[config.mk]
export PLATFORM = sky130hd
export DESIGN_NAME = mics_ctrl
export DESIGN_NICKNAME = d
export VERILOG_FILES = /design/src/rtl/core/mics_pkg.sv /design/src/rtl/core/mics_ctrl.sv
export SDC_FILE = /design/constraint.sdc
export NUM_CORES = 1
export LEC_CHECK = 0
export BUFFER_PORTS_ARGS = -buffer_cell sky130_fd_sc_hd__buf_2
export CELL_PAD_IN_SITES_DETAIL_PLACEMENT = 2
export CELL_PAD_IN_SITES_GLOBAL_PLACEMENT = 2
export CORE_ASPECT_RATIO = 1.2
export CORE_UTILIZATION = 25
export DETAILED_ROUTE_END_ITERATION = 12
export GPL_TIMING_DRIVEN = 1
export PLACE_DENSITY_LB_ADDON = 0.25
export SYNTH_ARGS = -nofsm -noshare
export SYNTH_HDL_FRONTEND = slang
export SYNTH_SLANG_ARGS = --single-unit
[constraint.sdc]
create_clock -name clock -period 1.45 [get_ports clock]
set_input_delay 0.0725 -clock clock [delete_from_list [all_inputs] [get_ports clock]]
set_output_delay 0.0725 -clock clock [all_outputs]
set_load 0.01 [all_outputs]
[src/rtl/core/mics_pkg.sv]
// package for the multinomial inverse-cdf sampler
// shared constants, request kinds, error codes and controller command/status types
`default_nettype none
package mics_pkg;
   localparam int MaxColumns = 256;
   localparam int WeightBits = 16;
   localparam int RandomBits = 23;
   localparam int IdxBits = $clog2(MaxColumns);
   localparam int CntBits = IdxBits + 1;
   localparam int SumBits = WeightBits + IdxBits;
   localparam int DrawBits = 13;

   localparam logic [1:0] KIND_START = 2'd0;
   localparam logic [1:0] KIND_APPEND = 2'd1;
   localparam logic [1:0] KIND_DRAW = 2'd2;
   localparam logic [1:0] KIND_IGNORED = 2'd3;

   localparam logic [1:0] ERR_OK = 2'd0;
   localparam logic [1:0] ERR_ZERO_SUM = 2'd1;
   localparam logic [1:0] ERR_EXHAUSTED = 2'd2;
   localparam logic [1:0] ERR_OVERFLOW = 2'd3;

   localparam logic CSR_WITH_REPL = 1'b0;
   localparam logic CSR_SAMPLES = 1'b1;

   typedef struct packed {
      logic load;
      logic start_scan;
      logic start_rebuild;
   } cmd_type;

   typedef struct packed {
      logic scan_busy;
      logic rebuild_busy;
      logic immediate;
   } stat_type;
endpackage
`default_nettype wire

[src/rtl/core/mics_ctrl.sv]
// controller state machine for the sampler
// depends on mics_pkg
`default_nettype none
module mics_ctrl (
   input  wire logic              clock,
   input  wire logic              reset,
   input  wire logic              req_valid,
   output logic                   req_stall,
   input  wire logic [1:0]        req_kind,
   output logic                   rsp_valid,
   input  wire logic              rsp_stall,
   input  wire logic              with_repl,
   output mics_pkg::cmd_type      cmd,
   input  mics_pkg::stat_type     stat
);
   typedef enum logic [5:0] {
      ST_IDLE = 6'b000001, ST_DECIDE = 6'b000010, ST_ISSUE = 6'b000100,
      ST_SCAN = 6'b001000, ST_REBUILD = 6'b010000, ST_OUT = 6'b100000
   } state_type;

   state_type state_ff, state_in;
   logic req_acc;

   assign req_acc = req_valid && !req_stall;
   assign req_stall = (state_ff != ST_IDLE);
   assign rsp_valid = (state_ff == ST_OUT);

   always_comb begin
      cmd = '0;
      cmd.load = req_acc;
      state_in = state_ff;
      unique case (state_ff)
         ST_IDLE: begin
            if (req_acc && req_kind == mics_pkg::KIND_DRAW) state_in = ST_DECIDE;
         end
         ST_DECIDE: begin
            state_in = ST_ISSUE;
         end
         ST_ISSUE: begin
            if (stat.immediate) begin
               state_in = ST_OUT;
            end else begin
               cmd.start_scan = 1'b1;
               state_in = ST_SCAN;
            end
         end
         ST_SCAN: begin
            if (!stat.scan_busy) begin
               if (!with_repl) begin
                  cmd.start_rebuild = 1'b1;
                  state_in = ST_REBUILD;
               end else begin
                  state_in = ST_OUT;
               end
            end
         end
         ST_REBUILD: begin
            if (!stat.rebuild_busy) state_in = ST_OUT;
         end
         ST_OUT: begin
            if (!rsp_stall) state_in = ST_IDLE;
         end
         default: state_in = ST_IDLE;
      endcase
   end

   always_ff @(posedge clock) begin
      if (reset) state_ff <= ST_IDLE;
      else state_ff <= state_in;
   end
endmodule
`default_nettype wire

Word level (Yosys, flattened, before mapping)

Index checks and enable logic that the tools add are counted.

Logic and storage cells: 29
Output and inout bits: 5
Bits of input ports: 10
Flip-flop bits (word level): 6

Mux-type cells: 12
Equality and inequality tests: 12
Reduce and logical (&&, ||, !) cells: 4

Operators by type and width:

| kind                                                  | count |
|---|---|
| two-way mux 6 bit                                     | 6 |
| case mux 6 bit (6 select lines)                       | 1 |
| inequality test 2 bit, second input constant          | 4 |
| equality test 6 x 1 -> 1 bit, second input constant   | 1 |
| equality test 6 x 2 -> 1 bit, second input constant   | 1 |
| equality test 6 x 3 -> 1 bit, second input constant   | 1 |
| equality test 6 x 4 -> 1 bit, second input constant   | 1 |
| equality test 6 x 5 -> 1 bit, second input constant   | 1 |
| equality test 6 bit, second input constant            | 1 |
| inequality test 6 x 1 -> 1 bit, second input constant | 1 |
| two-way mux 1 bit                                     | 5 |
| AND reduction 4 bit                                   | 1 |
| equality test 2 bit, second input constant            | 1 |
| logical AND 1 bit                                     | 2 |
| zero test 1 bit                                       | 1 |

Logic depth before layout (Yosys ltp)

Depth in word-level cells: 6
Mapped depth: 5
Depth with buffers taken out: 4

Worst setup path after synthesis

OpenSTA, ideal clock, no wires.

Path kind: register to output
From: reg state_ff[4]
To: out cmd[0] (netlist bit)
Arrival: 1.177 ns
Required time: 1.378 ns
Buffers on the path: 0
Stages on the path, launching flop included: 5
Slack: 0.200 ns
Path through: dfxtp_1 -> nor4_4 -> nand2_2 -> or3_4 -> inv_1

RTL lines:

| what                   | line            | text |
|---|---|---|
| from (decl)            | mics_ctrl.sv:21 | `state_type state_ff, state_in;` |
| from (signal assigned) | mics_ctrl.sv:69 | `else state_ff <= state_in;` |
| to (decl)              | mics_ctrl.sv:13 | `output mics_pkg::cmd_type cmd,` |

==> impl_results.md <==
* Setup repair after global routing missed its margin: yes
* Slew at the pin closest to its max-slew limit at 328.4 ps
* I/O Pins at 15
* Worst Skew at 2.873 ps
* Number of nets with antenna violations after detailed routing at 0
* Vias at 498
* Reg2reg start: state_ff[2]
* Hold buffer count at cts at 0
* Final period utilization at 1.109
* Crit path max-delay cell type: sky130_fd_sc_hd__dfxtp_4
* Number of distinct library cells after synthesis at 28
* VDD IR max at 0.6006 mV
* Clock latency of the later-clocked register in the worst-skew pair at 260 ps
* Initial Util at 0.2783
* Part of the Yosys area used for sequential elements at 0.2874
* Total congestion overflow after global routing at 0
* Registers with the most flip-flops: state_ff x6
* Fmax at 0.6217 GHz
* Routed len/inst at 20.95 um
* Post-synthesis area per instance at 8.706 sq um
* CP Capture Type: output port
* Startpoint type of the worst setup path: flip-flop
* Number of global-route vias before repair at 496
* Result of the run: finished, violations left
* Clock tree from TritonCTS: yes
* Predominant post-synthesis flop cell: sky130_fd_sc_hd__dfxtp_1
* Critical Path Source: state_ff[2]
* Leak pwr at 0.3284 nW
* Worst-case clock buffer depth at 2
* Number of vias per cell after detailed routing at 5.242
* TritonCTS Sinks at 6
* Residual DRC count at 0
* Final Setup Violations at 6
* Die Y at 46.79 um
* Share of the core filled with cells in the final layout at 0.4967
* Family of cells with the greatest summed delay on the critical path: simple AND/OR/NAND/NOR gates
* Share of post-route cells with drive strength above 1 at 0.6923
* Arrival time at the worst endpoint at 1540 ps
* Number of levels in the clock H-tree at 1
* Fraction of synthesis flops using an asynchronous set or reset pin at 0
* Nets in the synthesized netlist at 58
* Post-Synthesis Cell Area at 417.9 sq um
* Final Hold Fails at 0
* Root Buffer: sky130_fd_sc_hd__clkbuf_4
* Number of filler cells placed in the layout at 161
* Input/output buffers at 14
* Top library cells by usage in the layout, fill and taps aside: sky130_fd_sc_hd__buf_4, sky130_fd_sc_hd__buf_2, sky130_fd_sc_hd__nor2_1
* Kind of path behind the tightest hold check: in -> reg
* Final setup TNS at -429.1 ps
* Beginning of the worst hold path: reset
* Pin count of the biggest net entering global routing at 7
* Max FFs per register at 6
* Net total in the final layout at 90
* Max-cap check violation count at 0
* Largest fanout on the critical path at 3
* Number of CTS-inserted buffers at 3
* Rows at 15
* Register clock-pin slew on the reported worst setup and hold paths at 50 ps
* Kind of critical path: reg -> out
* Gate count of the mapped netlist at 48
* Max-Slew Margin vs Limit at 0.7801
* Core area at 1501 sq um
* Final worst path period need at 1608 ps
* Count of flip-flops with a built-in enable after synthesis at 0
* Synthesis-to-finish area growth at 78.44%
* Slack of the critical path at -158.5 ps
* Number of antenna violations at the first check in global routing at 0
* Die W at 39.32 um
* Final slew viol count at 0
* DP Wirelength at 1.015 mm
* Buffers and inverters on the worst path at 2
* Die ar. at 1840 sq um
* DR iter-0 viols at 0
* Worst path max stage delay at 360 ps
* Final Routed Wirelength at 1.990 mm
* Register name with the most flops: state_ff
* #FFs+latches synth at 6
* WP data required at 1380 ps
* Most common cell after layout, fill and taps aside: sky130_fd_sc_hd__buf_4
* Count of synthesis-stage warnings from yosys at 0
* GRT Util Overall at 0.2076
* Cell breakdown of the critical path: nor4_4 > nand2_2 > or3_4 > inv_2 > buf_6
* Violations in the final reports: setup timing
* Wire length of the first global-routing pass at 2.449 mm
* Pre-antenna DRT Iters at 1
* Routability congestion estimate from global placement at 0.7109
* Power density relative to cell area at 979.1 nW/um^2
* Antenna diode instance count at 0
-- cells by family after synthesis --
logic type / Yosys count / synth area share
AND/OR/NAND/NOR: 26 / 0.4521
AO/OA/AOI/OAI: 10 / 0.1677
flip-flops: 6 / 0.2874
buffers and inverters: 4 / 0.04791
XOR/XNOR: 1 / 0.02096
multiplexers: 1 / 0.02395
-- final timing paths --
path | slack, ps | depth (start not counted) | endpoint
worst max-delay path | -160 | 5 | cmd[0]
worst max register to register | -90 | 5 | state_ff[0]
worst min-delay path | 70 | 2 | state_ff[4]
worst min register to register | 630 | 2 | state_ff[0]
-- synth_stat cells, types with 2 or more instances --
master                     n  share of area
sky130_fd_sc_hd__a31oi_1   4          0.060
sky130_fd_sc_hd__dfxtp_1   6           0.29
sky130_fd_sc_hd__inv_1     2          0.018
sky130_fd_sc_hd__nand2_1   2          0.018
sky130_fd_sc_hd__nand3b_1  3          0.054
sky130_fd_sc_hd__nor2_1    5          0.045
sky130_fd_sc_hd__nor2b_1   4          0.060
sky130_fd_sc_hd__nor4_4    2           0.10
-- timing repair --
action,in CTS,in global routing
cloned,0,0
resized for setup,9,19
endpoints found under the setup margin,8,8
pin swaps,3,7
setup buffers,4,7
-- per-stage QoR --
step	std cells	hold slack [ps]	power (mW)	setup WS [ps]	cell area, sq um
after global placement	81	319.8	0.3972	37.88	526.8
after global routing	95	79.65	0.7593	-203.5	745.7
after detailed placement	81	315.3	0.4009	15.49	526.8
after CTS	88	55.00	0.5917	-124.6	604.3
final	95	69.75	0.7302	-158.5	745.7
after floorplan	48	134.9	0.3220	200.4	417.9
-- routing by layer --
metal	global-route usage	routed length, um
met1	0.2274	835
met2	0.3833	1087
met3	0.02844	44
met4	0.1034	23
met5	0	0
-- report_power, final --
part           switching, mW  internal (mW)
combinational          0.155          0.199
clock                 0.0740         0.0945
sequential            0.0266          0.181
total                  0.256          0.475
-- final cells by class --
cell class / count / area [sq um] / share of cell area
timing repair buffer: 29 / 207.7 / 0.2785
multi-input combinational: 38 / 349.1 / 0.4681
sequential: 6 / 137.6 / 0.1846
inverter: 2 / 7.507 / 0.01007
clock buffer: 3 / 22.52 / 0.03020
tap: 17 / 21.27 / 0.02852
(Power assumes the default switching activity.)
